### config.mk
export PLATFORM = sky130hd
export DESIGN_NAME = lsac_update
export DESIGN_NICKNAME = d
export VERILOG_FILES = /design/src/sv/lsac_pkg.sv /design/src/sv/lsac_update.sv
export SDC_FILE = /design/constraint.sdc
export NUM_CORES = 1
export LEC_CHECK = 0
export BUFFER_PORTS_ARGS = -buffer_cell sky130_fd_sc_hd__clkbuf_2
export CAP_MARGIN = 40
export CORE_AREA = 3 3 359 361
export DETAILED_ROUTE_END_ITERATION = 6
export DIE_AREA = 0 0 362 364
export GPL_ROUTABILITY_DRIVEN = 0
export PLACE_DENSITY_LB_ADDON = 0.3
export SETUP_SLACK_MARGIN = 0.4
export SLEW_MARGIN = 0
export SYNTH_ARGS = -nofsm -noshare
export SYNTH_HDL_FRONTEND = slang
export SYNTH_SLANG_ARGS = --single-unit
### constraint.sdc
create_clock -name vclk -period 4.4
set_clock_uncertainty 0.2 [all_clocks]
set_input_delay 0.88 -clock vclk [all_inputs]
set_output_delay 0.88 -clock vclk [all_outputs]
set_load 0.01 [all_outputs]
### src/sv/lsac_pkg.sv
// Shared types and constants of the LRU set-associative tag unit.
// No dependencies; every other file imports this package.
package lsac_pkg;

   // Geometry of the tag store
   localparam int NUM_SETS  = 1024;
   localparam int MAX_WAYS  = 16;
   localparam int ADDR_BITS = 32;
   localparam int SET_BITS  = $clog2(NUM_SETS);
   localparam int TAG_BITS  = ADDR_BITS - SET_BITS;
   localparam int WAY_BITS  = $clog2(MAX_WAYS);
   localparam int AGE_BITS  = WAY_BITS;
   localparam int CNT_BITS  = $clog2(MAX_WAYS + 1);
   localparam int MISS_BITS = 32;

   // Register file
   localparam int CSR_ADDR_BITS = 3;
   localparam int CSR_DATA_BITS = 32;
   localparam int WAYS_REG_BITS = 5;
   localparam logic [WAYS_REG_BITS-1:0] WAYS_RESET = 5'd16;
   localparam logic [CSR_ADDR_BITS-3:0] REG_WAYS_IN_USE = '0;

   typedef logic [SET_BITS-1:0] set_type;
   typedef logic [TAG_BITS-1:0] tag_type;
   typedef logic [AGE_BITS-1:0] age_type;
   typedef logic [WAY_BITS-1:0] way_type;

   // One row of the set memory: all ways of one set
   typedef struct packed {
      logic    [MAX_WAYS-1:0] valid;
      age_type [MAX_WAYS-1:0] age;
      tag_type [MAX_WAYS-1:0] tag;
   } row_type;

   // Lookup result handed to the row update
   typedef struct packed {
      logic    hit;
      logic    fill;
      way_type way;
      age_type limit;
      logic    age_all;
   } decision_type;

   typedef enum logic [1:0] {
      ST_CLEAR,
      ST_IDLE,
      ST_EVAL,
      ST_UPDATE
   } state_type;

endpackage

### src/sv/lsac_update.sv
// Row rewrite: LRU aging, way refill and victim tag extraction.
// Depends on lsac_pkg.
module lsac_update (
   input  lsac_pkg::row_type      row,
   input  lsac_pkg::decision_type dec,
   input  lsac_pkg::tag_type      tag,
   output lsac_pkg::row_type      new_row,
   output logic                   evict_valid,
   output lsac_pkg::tag_type      evict_tag
);
   import lsac_pkg::*;

   always_comb begin
      new_row = row;
      for (int w = 0; w < MAX_WAYS; w++) begin
         if (way_type'(w) == dec.way) begin
            new_row.valid[w] = 1'b1;
            new_row.age[w]   = '0;
            new_row.tag[w]   = dec.hit ? row.tag[w] : tag;
         end else if (row.valid[w] && (dec.age_all || (row.age[w] < dec.limit))) begin
            new_row.age[w] = row.age[w] + age_type'(1);
         end
      end
   end

   assign evict_valid = !dec.hit && !dec.fill;
   assign evict_tag   = evict_valid ? row.tag[dec.way] : '0;

endmodule

[Yosys cells after proc, flatten, opt, wreduce, memory -nomap -nowiden]
Cells that the tools add are included.
Word-level totals
  register bits after elaboration: 0
  latch bits: 0
  bits in writable memories: 0
  bits in read-only memories: 0
  input port bits: 465
  output and inout bits: 455
  logic and storage cells: 167
  memories kept: 0
Operators by class
  add/subtract/negate cells: 16
  multipliers: 0
  divide/modulo/power cells: 0
  order comparisons: 17
  equality and inequality tests: 15
  shift operators: 0
  multiplexer cells: 83
  bitwise gates (word level): 0
  reduce and logical (&&, ||, !) cells: 36
Operators by type and width (number)
  $mux 22: 34
  $mux 4: 32
  $bmux 22 s4: 1
  $add 4x1->4 const B: 16
  $lt 4x4->1: 16
  $eq 4x4->1 const A: 8
  $logic_and 1x1->1: 17
  $eq 3x4->1 const A: 4
  $logic_or 1x1->1: 16
  $mux 1: 16
  $eq 2x4->1 const A: 2
  $lt 4x5->1 const B: 1
  $eq 1x4->1 const A: 1
  $logic_not 4->1: 1
  $logic_not 1->1: 2

[Longest topological paths before layout]
  depth in word-level cells: 5
  gate-level depth with buffers: 8
  mapped depth without buffers: 6

[Worst setup path after synthesis]
Ideal clock, no wire load.
  kind: input to output
  from: in dec[4] in the netlist's numbering
  to: out new_row[401] in the netlist's numbering
  arrival: 2.409 ns
  data required time: 3.320 ns
  setup slack: 0.911 ns
  cell stages on the path: 6
  buffers on the path: 0
  path through: inv_1 -> ha_1 -> o211ai_1 -> o211a_1 -> or3b_2 -> a21oi_1
RTL lines
  start: declaration: line lsac_update.sv:5  | input lsac_pkg::decision_type dec,
  end: declaration: line lsac_update.sv:7  | output lsac_pkg::row_type new_row,

==> results.txt <==
The die is 364 um tall. The maximum fanout encountered on the critical timing path is 12. Kind of critical path: primary input to output port.

The logs give 14.7k for the number of global-route vias before repair and 3688 for the final cell count without fillers. The logs give 45 for the largest net degree at the start of global routing and 0.365 ns for the minimum setup slack after placement. Summing all non-filler instances in the final layout gives an area of 17600 um^2. There are 0 flip-flops and latches. The flow ran to the end, and the final reports show no timing, DRC or antenna violations.

The run gives 1027 as the number of violations reported at the end of detailed-routing iteration 0. Walking the worst path, the cells encountered are clkbuf_2 -> buf_4 -> nor2_4 -> nand2_1 -> nor2_4 -> buf_6 -> mux2_1 -> clkbuf_2. In the final design database the tool counted 2539 nets. In the routed layout, each cell is associated on average with a via count of 4.07. The per-instance average area after synthesis was 9.44 um^2; the cell area after placement was 17500 um^2. The number of max-capacitance violations reported came out at 0. The slowest stage cell on the critical path was mux2_1. Setup repair after global routing could not meet its margin everywhere.

The I/O pin count was 920; the register area was 0 um^2. The path class of the tightest hold or removal check is primary input to output port. At the pin with the least slew margin, the transition time is 0.790 ns. The post-synthesis cell area was 10500 um^2. The worst setup path is captured at an output port. By count the netlist is led by mux2_2, mux2_1, mux2i_1. The filler cells instantiated in the layout total 14.6k.

The hold-critical path depth was 3; the port buffer count was 920. The core area came out at 126000 um^2. STA classifies the critical path startpoint as a primary input. Critical path arrival: 2.89 ns.

The area share of the leading cell type in the synthesized netlist is 23.7%, and the final period demand of the worst path is 3.97 ns. The worst-case IR drop observed on VDD is 0.0000374 V. The required time of the worst setup path is 3.32 ns, and the relative area change from synthesis to final layout is 66.8%. After technology mapping, the gate count stands at 1117. The floorplan step defined a die boundary enclosing 132000 um^2. The hold slack is 1.88 ns. Origin of the worst min-delay path: row[135]. The fraction of the yosys area taken by sequential cells is 0%, and the max-slew headroom at the worst pin is 47.4%. The total routed wirelength came out at 122000 um. For the maximum clock frequency, the log shows 252 MHz. Once detail routing completed, the nets flagged for antenna violations numbered 0. The post-route netlist has 64.9% of its cells at a drive strength greater than 1. Remaining global-route overflow: 0. For hold timing, the worst endpoint is new_row[135]. After detailed routing, the average wire length per cell comes to 33.2 um. Counting every net in the synthesized netlist gives 1646.

The number of pins with negative max-slew slack in the final report is 0. In this run the post-CTS setup repair buffer count came out at 0. Yosys attributes the largest share of cell area to mux2_2, mux2_1, mux4_2.

The cell with the most instances after synthesis was mux2_2. Setup total negative slack on the finished layout was measured at 0 ns. In this design, the stage delay of the slowest critical-path cell is 0.46 ns. Yosys printed 0 warnings. Summed over all cells, the static leakage comes to 8.16 nW.

Together, buffers and inverters on the worst path number 4. The number of antenna violations at the first check in global routing is 105. The overall routing resource usage is 17.4%, and the first-pass GRT wire length is 153000 um.

The biggest area consumer among synthesized cells was mux2_2. After detailed routing, the number of remaining DRC violations is 0. Period utilization: 90.2%. Once placement completed, the tool counted placed cells totaling 3658. Initial core utilization: 8.39%.

The logs give 0 for the final count of negative-setup-slack endpoints and 107000 um for the placed wire-length estimate after detailed placement. Cell class contributing the biggest share of worst-path delay: buffers and inverters. The number of hold violations in the final report is 0, and the number of clock-tree buffers in the layout is 0. The post-cts hold buffer count is 0, and the site row count is 130. The count of different cell masters after synthesis is 47. In this run the horizontal extent of the chip is 362 um. Worst setup margin: 0.432 ns. Detailed routing inserted a total of 15.0k vias. In this run the power density over the cells is 109 nW/um^2. The run gives 5 as the detailed-router iteration count before antenna repair.
## final cells by class
type,instances,area [um^2],area share (%)
Timing Repair Buffer,987,5430,30.8
Antenna cell,30,75.1,0.427
Tap cell,1650,2060,11.7
Inverter,3,11.3,0.0640
Multi-Input combinational cell,1018,10000,56.9
## worst min-delay path, stage by stage
cell and delay [ns]:
clkbuf_2 0.08, mux2_1 0.11, clkbuf_2 0.12
## kinds of logic (layout without fill, tap and decap cells)
| family | Yosys count | after routing | share of synthesized area (%) |
|---|---|---|---|
| multiplexers | 521 | 521 | 59.4 |
| AND/OR/NAND/NOR | 227 | 227 | 13.7 |
| other | 0 | 30 | 0 |
| adder cells (fa/ha/maj) | 64 | 64 | 7.59 |
| AO/OA/AOI/OAI | 206 | 206 | 13.3 |
| buffers and inverters | 99 | 990 | 6.03 |
## worst max-delay path by stage
stage | from | to | slack, ns | cells past startpoint
global route | dec[7] | new_row[39] | 0.33 | 8
CTS | dec[7] | new_row[43] | 0.42 | 8
finish | dec[7] | new_row[39] | 0.43 | 8
detailed placement | dec[7] | new_row[43] | 0.37 | 8
floorplan | dec[4] | new_row[401] | 0.91 | 6
global placement | dec[7] | new_row[43] | 0.35 | 8
## metrics by stage
| step | power (mW) | util (%) |
|---|---|---|
| after floorplan | 0.849 | - |
| after global placement | 1.90 | 13.9 |
| after detailed placement | 1.90 | 13.9 |
| after CTS | 1.91 | 13.9 |
| after global routing | 2.03 | 14.0 |
| final | 1.91 | 14.0 |
## layer usage
layer / up-vias / global-route usage, % / wire length, um
li1: 6238 / - / -
met1: 7448 / 22.3 / 52400
met2: 1048 / 27.5 / 53700
met3: 250 / 5.83 / 11300
met4: 38 / 5.35 / 4710
met5: - / 0 / 257
## report_power, final
part            total (mW)  switching, mW  internal (mW)
clock          0.000000811              0    0.000000811
sequential               0              0              0
combinational         1.91           1.14          0.776
total                 1.91           1.14          0.776
## timing repair
| item | CTS | global route |
|---|---|---|
| endpoints found under the setup margin | 6 | 33 |
| endpoints found under the hold margin | 0 | 0 |
| gates resized for setup | 5 | 13 |
## placed cells by master, fill, tap and decap left out, types with 17 or more instances in the layout
cell and n:
buf_12 22, nand2_1 45, diode_2 30, mux2i_1 79, nor3b_1 27, nor2_4 19
a22oi_1 40, mux2_1 174, mux2_2 222, ha_1 64, buf_4 39, o21ai_1 23
clkbuf_2 916, nand2b_1 45, o21ai_0 42, mux4_2 44, a21oi_1 25, o221ai_1 17
and2_1 24
No activity file was read; power rests on OpenSTA's default activity.
