<file path="config.mk">
export PLATFORM = sky130hd
export DESIGN_NAME = lsac_lookup
export DESIGN_NICKNAME = d
export VERILOG_FILES = /design/src/sv/lsac_pkg.sv /design/src/sv/lsac_lookup.sv
export SDC_FILE = /design/constraint.sdc
export NUM_CORES = 1
export LEC_CHECK = 0
export BUFFER_PORTS_ARGS = -buffer_cell sky130_fd_sc_hd__buf_2
export CORE_AREA = 2 2 182 184
export CTS_CLUSTER_DIAMETER = 150
export DETAILED_ROUTE_END_ITERATION = 12
export DIE_AREA = 0 0 184 186
export SLEW_MARGIN = 20
export SYNTH_ARGS = -nofsm -noshare
export SYNTH_HDL_FRONTEND = slang
export SYNTH_SLANG_ARGS = --single-unit
</file>
<file path="constraint.sdc">
create_clock -name clock -period 7.8 [get_ports clock]
set_input_delay 0.78 -clock clock [delete_from_list [all_inputs] [get_ports clock]]
set_output_delay 0.78 -clock clock [all_outputs]
set_load 0.05 [all_outputs]
</file>
<file path="src/sv/lsac_pkg.sv">
// Shared types and constants of the LRU set-associative tag unit.
// No dependencies; every other file imports this package.
package lsac_pkg;

   // Geometry of the tag store
   localparam int NUM_SETS  = 1024;
   localparam int MAX_WAYS  = 16;
   localparam int ADDR_BITS = 32;
   localparam int SET_BITS  = $clog2(NUM_SETS);
   localparam int TAG_BITS  = ADDR_BITS - SET_BITS;
   localparam int WAY_BITS  = $clog2(MAX_WAYS);
   localparam int AGE_BITS  = WAY_BITS;
   localparam int CNT_BITS  = $clog2(MAX_WAYS + 1);
   localparam int MISS_BITS = 32;

   // Register file
   localparam int CSR_ADDR_BITS = 3;
   localparam int CSR_DATA_BITS = 32;
   localparam int WAYS_REG_BITS = 5;
   localparam logic [WAYS_REG_BITS-1:0] WAYS_RESET = 5'd16;
   localparam logic [CSR_ADDR_BITS-3:0] REG_WAYS_IN_USE = '0;

   typedef logic [SET_BITS-1:0] set_type;
   typedef logic [TAG_BITS-1:0] tag_type;
   typedef logic [AGE_BITS-1:0] age_type;
   typedef logic [WAY_BITS-1:0] way_type;

   // One row of the set memory: all ways of one set
   typedef struct packed {
      logic    [MAX_WAYS-1:0] valid;
      age_type [MAX_WAYS-1:0] age;
      tag_type [MAX_WAYS-1:0] tag;
   } row_type;

   // Lookup result handed to the row update
   typedef struct packed {
      logic    hit;
      logic    fill;
      way_type way;
      age_type limit;
      logic    age_all;
   } decision_type;

   typedef enum logic [1:0] {
      ST_CLEAR,
      ST_IDLE,
      ST_EVAL,
      ST_UPDATE
   } state_type;

endpackage

</file>
<file path="src/sv/lsac_lookup.sv">
// Tag compare, occupancy count, free-way and LRU victim search for one row.
// Result is registered. Depends on lsac_pkg.
module lsac_lookup (
   input  logic                        clock,
   input  lsac_pkg::row_type           row,
   input  lsac_pkg::tag_type           tag,
   input  logic [lsac_pkg::CNT_BITS-1:0] ways_eff,
   output lsac_pkg::decision_type      dec
);
   import lsac_pkg::*;

   decision_type            dec_ff;
   decision_type            dec_in;
   logic [MAX_WAYS-1:0]     match;
   logic                    hit;
   logic                    have_free;
   way_type                 hit_way;
   way_type                 free_way;
   logic [CNT_BITS-1:0]     count;
   logic                    fill;
   // victim tree: level 0 holds the leaves
   logic                    node_v   [0:WAY_BITS][0:MAX_WAYS-1];
   age_type                 node_age [0:WAY_BITS][0:MAX_WAYS-1];
   way_type                 node_way [0:WAY_BITS][0:MAX_WAYS-1];
   logic                    take_left;

   always_comb begin
      hit_way   = '0;
      free_way  = '0;
      have_free = 1'b0;
      for (int w = MAX_WAYS - 1; w >= 0; w--) begin
         match[w] = row.valid[w] && (row.tag[w] == tag);
         if (match[w]) begin
            hit_way = way_type'(w);
         end
         if (!row.valid[w]) begin
            free_way  = way_type'(w);
            have_free = 1'b1;
         end
      end
      hit   = |match;
      count = CNT_BITS'($countones(row.valid));
      fill  = !hit && (count < ways_eff) && have_free;
   end

   // Oldest valid line, lowest way on equal age
   always_comb begin
      take_left = 1'b0;
      for (int l = 0; l <= WAY_BITS; l++) begin
         for (int i = 0; i < MAX_WAYS; i++) begin
            node_v[l][i]   = 1'b0;
            node_age[l][i] = '0;
            node_way[l][i] = '0;
         end
      end
      for (int i = 0; i < MAX_WAYS; i++) begin
         node_v[0][i]   = row.valid[i];
         node_age[0][i] = row.age[i];
         node_way[0][i] = way_type'(i);
      end
      for (int l = 0; l < WAY_BITS; l++) begin
         for (int i = 0; i < (MAX_WAYS >> (l + 1)); i++) begin
            take_left = node_v[l][2*i] &&
                        (!node_v[l][2*i+1] || (node_age[l][2*i] >= node_age[l][2*i+1]));
            node_v[l+1][i]   = node_v[l][2*i] || node_v[l][2*i+1];
            node_age[l+1][i] = take_left ? node_age[l][2*i] : node_age[l][2*i+1];
            node_way[l+1][i] = take_left ? node_way[l][2*i] : node_way[l][2*i+1];
         end
      end
   end

   always_comb begin
      dec_in.hit     = hit;
      dec_in.fill    = fill;
      dec_in.age_all = fill;
      if (hit) begin
         dec_in.way   = hit_way;
         dec_in.limit = row.age[hit_way];
      end else if (fill) begin
         dec_in.way   = free_way;
         dec_in.limit = '0;
      end else begin
         dec_in.way   = node_way[WAY_BITS][0];
         dec_in.limit = node_age[WAY_BITS][0];
      end
   end

   always_ff @(posedge clock) begin
      dec_ff <= dec_in;
   end

   assign dec = dec_ff;

endmodule

</file>
==> Word-level counts from Yosys, hierarchy flattened <==
Cells that the tools add are included.
{ "word_totals": {"ff_bits": 10, "in_bits": 460, "output_inout_bits": 11, "word_cells": 213} }
{ "op_classes": {"n_addsub": 15, "n_lt_le_gt_ge": 17, "n_eq_ne": 16, "mux": 82, "reduce_logical": 79} }
{ "op_table": {"columns": ["op", "n"], "rows": [
  ["$eq A22 B22 Y1", 16],
  ["$mux W4", 49],
  ["$ge A4 B4 Y1", 15],
  ["$logic_and A1 B1 Y1", 33],
  ["$logic_or A1 B1 Y1", 29],
  ["$mux W1", 24],
  ["$add A1 B1 Y2", 8],
  ["$bmux W4 S4", 1],
  ["$logic_not A1 Y1", 16],
  ["$mux W8", 2],
  ["$reduce_or A16 Y1", 1],
  ["$add A2 B2 Y3", 4],
  ["$add A3 B3 Y4", 2],
  ["$mux W2", 4],
  ["$mux W3", 2],
  ["$add A4 B4 Y5", 1],
  ["$lt A4 B5 Y1 const B", 1],
  ["$lt A5 B5 Y1", 1]
]} }

==> Logic depth before layout (Yosys ltp) <==
Gate-level depths: netlist (run 1).
{ "depth": {"word_depth": 21, "mapped_depth": 34, "ltp_nobuf": 33} }

==> Worst setup path before layout (run 1) <==
OpenSTA, ideal clock, no wires.
{ "synth_path": {"kind": "input-to-reg", "start": "in row[352] (netlist name)", "end": "reg dec_ff (netlist bit dec[5])", "setup_time_ns": 0.122, "arrival_time_ns": 6.550, "required_time_ns": 7.678, "slack_ns": 1.128, "cell_stages": 31, "n_path_buf": 1, "cell_sequence": "inv_1 -> ha_1 -> nand2b_1 -> a21o_1 -> a21oi_1 -> nor2b_1 -> o31ai_1 -> mux2i_1 -> inv_1 -> ha_1 -> a21oi_1 -> nor2b_1 -> o21ai_0 -> a21oi_1 -> mux2i_1 -> inv_1 -> ha_1 -> nand2b_1 -> a21oi_1 -> nor2b_1 -> o21ai_0 -> a22o_1 -> clkbuf_1 -> mux2_2 -> ha_1 -> a21oi_1 -> nor2b_1 -> o21ai_0 -> a32oi_1 -> o211ai_1 -> a311o_1"} }
{ "synth_lines": {"columns": ["element", "line_no", "text"], "rows": [
  ["start: declaration", "lsac_lookup.sv:5", "input lsac_pkg::row_type row,"],
  ["end signal: assignment", "lsac_lookup.sv:89", "dec_ff <= dec_in;"],
  ["end: declaration", "lsac_lookup.sv:12", "decision_type dec_ff;"]
]} }

==> impl_metrics.env, run 1 <==
export IMPL_synthFlopType="dfxtp_1"
export IMPL_synth_cell_type_count=66
export IMPL_slew_headroom=0.2872
export IMPL_dr_pass1_iters=5
export IMPL_largest_register_ffs=10
export IMPL_period_needed_ns=7.054
export IMPL_slowest_delay_ns=0.55
export IMPL_postCtsHoldBufs=0
export IMPL_swShare=0.5100
export IMPL_core_area_um2=32210
export IMPL_end_kind="flip-flop"
export IMPL_route_detailed_drc=0
export IMPL_pwr_share_comb=0.846
export IMPL_setup_violations=0
export IMPL_seq_power_share=0.066
export IMPL_area_delta_synth_final_pct=32.93
export IMPL_wl_um=41340
export IMPL_worst_setup_path_start_kind="input pin"
export IMPL_track_usage=0.2293
export IMPL_dp_hpwl_um=35880
export IMPL_path_max_fanout=8
export IMPL_synth_nets=1619
export IMPL_cts_path_max_buffers=2
export IMPL_io_pins=471
export IMPL_cts_tree="done"
export IMPL_htreeDepth=1
export IMPL_clk_pin_slew_ns=0.04
export IMPL_gp_congestion=0.9238
export IMPL_p_int_mw=0.5698
export IMPL_yosys_warnings=0
export IMPL_layout_nets=2043
export IMPL_syn_instance_count=1081
export IMPL_drtIter0Drc=635
export IMPL_whs_ns=1.028
export IMPL_stdcell_count=1918
export IMPL_syn_area_per_cell_um2=7.697
export IMPL_detail_route_vias_per_cell=5.082
export IMPL_drive_gt1_frac=0.3305
export IMPL_arrival_ns=7.18
export IMPL_dieArea_um2=34220
export IMPL_post_cts_setup_buffers=0
export IMPL_overflow=0
export IMPL_cts_root_buf="clkbuf_16"
export IMPL_power_density_nw_per_um2=105.1
export IMPL_die_w_um=184
export IMPL_layout_common_cells="buf_2, xor2_1, xnor2_1, inv_1, mux2i_1"
export IMPL_die_h_um=186
export IMPL_power_switching_mw=0.5930
export IMPL_async_reset_ff_frac=0
export IMPL_hold_path_class="in -> reg"
export IMPL_postCtsResizedCells=0
export IMPL_worst_setup_path_type="in -> reg"
export IMPL_required_ns=7.92
export IMPL_fin_tns_setup_ns=0
export IMPL_hold_viol=0
export IMPL_grt_max_degree=35
export IMPL_initial_core_util=0.2584
export IMPL_port_buffers=470
export IMPL_ys_ff_latch=10
export IMPL_n_fill_cell=3482
export IMPL_synth_edf_count=0
export IMPL_drv_cap=0
export IMPL_status="complete, no violations"
export IMPL_clkPwrFrac=0.088
export IMPL_grt_pass1_wl_um=57960
export IMPL_tightest_slew_ns=1.060
export IMPL_worst_path_max_delay_cell="a22oi_1"
export IMPL_fin_util=0.3434
export IMPL_antenna_found_initial=9
export IMPL_cts_made_buffers=3
export IMPL_ant_nets=0
export IMPL_first_global_vias=9469
export IMPL_fin_crit_sh=0.9043
export IMPL_layout_commonest_cell="buf_2"
export IMPL_vdd_ir_drop_max_mv=0.07638
export IMPL_p_leak_nw=5.296
export IMPL_timing_fmax_ghz=0.1418
export IMPL_seq_area_frac_synth=0.02406
export IMPL_synth_cell_area_um2=8320
export IMPL_dpl_cell_count=1908
export IMPL_wire_per_inst_um=21.56
export IMPL_rsz0062_at_grt="no"
export IMPL_slew_violations=0
export IMPL_row_count=66
export IMPL_vias=9747
export IMPL_cts_sinks=10
==> cells in the mapped netlist (12+ instances only) <==
library cell / n / area share
xor2_1: 206 / 0.22
nor2_1: 20 / 0.0090
nand4_1: 50 / 0.038
inv_1: 82 / 0.037
buf_2: 37 / 0.022
o21ai_0: 26 / 0.016
nand2b_1: 24 / 0.018
ha_1: 68 / 0.10
nor4_1: 50 / 0.038
a21oi_1: 37 / 0.022
clkbuf_1: 17 / 0.0077
nand2_1: 44 / 0.020
mux2i_1: 77 / 0.093
xnor2_1: 148 / 0.16
nor3_1: 20 / 0.012
nor2b_1: 18 / 0.014
a21o_1: 12 / 0.011
==> layout make-up <==
class	instances	area (um^2)	share of cell area
antenna	6	15.01	0.001357
clock buffer	4	88.84	0.008032
inverter	82	307.8	0.02783
multi-input combinational	930	7526	0.6804
sequential	10	200.2	0.01810
tap	408	510.5	0.04615
timing repair buffer	478	2412	0.2181
==> worst max-delay path: cells and delay by family <==
family | cells | cell delay (ns)
AO/OA/AOI/OAI | 15 | 3.23
adder cells (fa/ha/maj) | 4 | 1.01
buffers and inverters | 2 | 0.16
AND/OR/NAND/NOR | 7 | 0.93
multiplexers | 3 | 1.05
==> metal layers <==
layer | track usage | routed length (um)
met1 | 0.2790 | 16180
met2 | 0.4077 | 20400
met3 | 0.03209 | 3072
met5 | 0 | 25
met4 | 0.08864 | 1671
==> final timing paths <==
path	slack (ns)	cells past startpoint	startpoint	endpoint
max	0.75	31	row[376]	dec[5]
min	1.03	5	row[365]	dec[2]
==> cells by family (layout without fill, tap and decap cells) <==
group,Yosys count,count (layout),share of synthesized area
flip-flops,10,10,0.02406
XOR/XNOR,354,354,0.3726
adder cells (fa/ha/maj),79,79,0.1275
multiplexers,84,84,0.1021
AO/OA/AOI/OAI,150,150,0.1238
buffers and inverters,141,564,0.07143
AND/OR/NAND/NOR,263,263,0.1785
other,0,6,0
==> power by group through the flow <==
| stage | Clock, mW | Combinational (mW) | Sequential [mW] |
|---|---|---|---|
| after detailed placement | 0 | 0.980 | 0.0773 |
| after global placement | 0 | 0.960 | 0.0779 |
| after CTS | 0.102 | 0.984 | 0.0765 |
| after floorplan | 0 | 0.610 | 0.122 |
| final | 0.102 | 0.984 | 0.0770 |
| after global routing | 0.106 | 1.09 | 0.0773 |
==> per-stage QoR <==
| step | power, mW | instance area [um^2] | worst slack (ns) |
|---|---|---|---|
| 2_1_floorplan | 0.7318 | 8320 | 1.128 |
| 3_3_place_gp | 1.038 | 10960 | 0.8080 |
| 3_5_place_dp | 1.057 | 10960 | 0.6217 |
| 4_1_cts | 1.162 | 11050 | 0.8085 |
| 5_1_grt | 1.275 | 11060 | 0.1278 |
| 6_report | 1.163 | 11060 | 0.7463 |
Note: power is estimated with default switching activity, not from simulation.
==> run 2, diff against run 1 <==
--- a/config.mk
+++ b/config.mk
@@ -6,10 +6,12 @@
 export NUM_CORES = 1
 export LEC_CHECK = 0
 export BUFFER_PORTS_ARGS = -buffer_cell sky130_fd_sc_hd__buf_2
-export CORE_AREA = 2 2 182 184
+export CAP_MARGIN = 40
+export CORE_AREA = 4 4 179 181
 export CTS_CLUSTER_DIAMETER = 150
 export DETAILED_ROUTE_END_ITERATION = 12
-export DIE_AREA = 0 0 184 186
+export DIE_AREA = 0 0 183 185
+export REMOVE_ABC_BUFFERS = 1
 export SLEW_MARGIN = 20
 export SYNTH_ARGS = -nofsm -noshare
 export SYNTH_HDL_FRONTEND = slang
==> run 2 against run 1 <==
  * Count of clock-buffer cells in the layout fell by 1
  * Hold slack improved by 0.040 ns
  * Clock power fell by 9.9%
  * Largest power group unchanged
  * Via count rose by 0.15%
  * Die area fell by 1.1%
  * Critical endpoint unchanged
  * Non-clock buffer count rose by 1
  * Global-route usage fell by 0.72 points
  * Core utilization rose by 1.9 points
==> impl_metrics.env, run 2 (same netlist as run 1, synthesis figures left out) <==
export IMPL_status="complete, no violations"
export IMPL_layout_nets=2044
export IMPL_post_cts_setup_buffers=0
export IMPL_wire_per_inst_um=21.41
export IMPL_power_switching_mw=0.5833
export IMPL_period_needed_ns=6.864
export IMPL_use_met2=0.4046
export IMPL_multi_input_area_um2=7526
export IMPL_cts_path_max_buffers=2
export IMPL_slew_headroom=0.5128
export IMPL_dr_pass1_iters=5
export IMPL_vdd_ir_drop_max_mv=0.07668
export IMPL_grt_busiest_layer="met2"
export IMPL_hold_viol=0
export IMPL_grt_max_degree=35
export IMPL_ant_nets=0
export IMPL_antenna_found_initial=13
export IMPL_postCtsHoldBufs=0
export IMPL_stdcell_area_um2=11040
export IMPL_vias=9762
export IMPL_use_met1=0.2656
export IMPL_postCtsResizedCells=0
export IMPL_die_h_um=185
export IMPL_p_leak_nw=5.288
export IMPL_cts_root_buf="clkbuf_16"
export IMPL_required_ns=7.93
export IMPL_cts_sinks=10
export IMPL_register_area_um2=200.2
export IMPL_whs_ns=1.068
export IMPL_detail_route_vias_per_cell=5.119
export IMPL_layout_common_cells="buf_2, xor2_1, xnor2_1, inv_1, mux2i_1"
export IMPL_overflow=0
export IMPL_setup_violations=0
export IMPL_initial_core_util=0.2734
export IMPL_clkPwrFrac=0.080
export IMPL_worst_path_max_delay_cell="a21oi_1"
export IMPL_worst_setup_path_type="in -> reg"
export IMPL_grt_pass1_wl_um=57460
export IMPL_core_area_um2=30430
export IMPL_pre_cts_ws_ns=0.7774
export IMPL_tightest_slew_ns=0.7308
export IMPL_use_met3=0.04478
export IMPL_row_count=64
export IMPL_hold_path_class="in -> reg"
export IMPL_layout_commonest_cell="buf_2"
export IMPL_post_dp_cell_area_um2=10930
export IMPL_fin_util=0.3627
export IMPL_dieArea_um2=33860
export IMPL_gp_congestion=0.8837
export IMPL_track_usage=0.2221
export IMPL_cts_made_buffers=3
export IMPL_fin_crit_sh=0.8800
export IMPL_rsz0062_at_grt="no"
export IMPL_drv_cap=0
export IMPL_wl_um=40830
export IMPL_slowest_delay_ns=0.55
export IMPL_route_detailed_drc=0
export IMPL_drive_gt1_frac=0.3305
export IMPL_slew_violations=0
export IMPL_clk_pin_slew_ns=0.04
export IMPL_whs_path_depth=5
export IMPL_pwr_share_comb=0.854
export IMPL_power_density_nw_per_um2=103.6
export IMPL_io_pins=471
export IMPL_worst_setup_path_start_kind="input pin"
export IMPL_htreeDepth=1
export IMPL_port_buffers=470
export IMPL_arrival_ns=6.99
export IMPL_fin_ws_ns=0.9359
export IMPL_n_fill_cell=3252
export IMPL_swShare=0.5101
export IMPL_path_max_fanout=8
export IMPL_timing_fmax_ghz=0.1457
export IMPL_area_delta_synth_final_pct=32.65
export IMPL_die_w_um=183
export IMPL_dp_hpwl_um=34910
export IMPL_fin_tns_setup_ns=0
export IMPL_drtIter0Drc=509
export IMPL_p_int_mw=0.5603
export IMPL_end_kind="flip-flop"
export IMPL_cts_tree="done"
export IMPL_seq_power_share=0.066
export IMPL_first_global_vias=9835
export IMPL_largest_register_ffs=10
==> run 2: cell types whose count changed in the layout (fill, tap and decap cells not counted), sizes merged <==
| cell | previous run | this run |
|---|---|---|
| diode | 6 | 7 |
| buf | 478 | 479 |
| clkbuf | 4 | 3 |
==> run 2: area by class of cell <==
type,count,area share
Timing Repair Buffer,479,0.2188
Inverter,82,0.02789
Clock buffer,3,0.006802
Tap cell,396,0.04489
Antenna cell,7,0.001587
Sequential cell,10,0.01814
Multi-Input combinational cell,930,0.6819
==> run 2: critical path, delay by kind of cell <==
kind	cells	cell delay, ns
AND/OR/NAND/NOR	7	0.84
buffers and inverters	3	0.21
multiplexers	3	0.96
adder cells (fa/ha/maj)	4	1.10
AO/OA/AOI/OAI	13	3.09
==> run 2: layer usage <==
metal | up-vias | wire [um]
li1 | 4628 | -
met1 | 4606 | 15890
met2 | 431 | 20690
met3 | 85 | 3108
met4 | 12 | 1067
met5 | - | 80
==> run 2: final timing paths <==
check / start / to
setup / recovery: row[384] / dec[5]
hold / removal: row[384] / dec[1]
==> run 2: power groups by stage <==
stage	clock network, mW	registers, mW	logic, mW
2_1_floorplan	0	0.129	0.556
3_3_place_gp	0	0.0758	0.955
3_5_place_dp	0	0.0753	0.974
4_1_cts	0.0928	0.0744	0.978
5_1_grt	0.0944	0.0753	1.09
6_report	0.0919	0.0751	0.977
==> run 2: metrics by stage <==
stage	total power, mW	cells
2_1_floorplan	0.6847	1022
3_3_place_gp	1.031	1895
3_5_place_dp	1.049	1895
4_1_cts	1.145	1898
5_1_grt	1.256	1904
6_report	1.144	1907
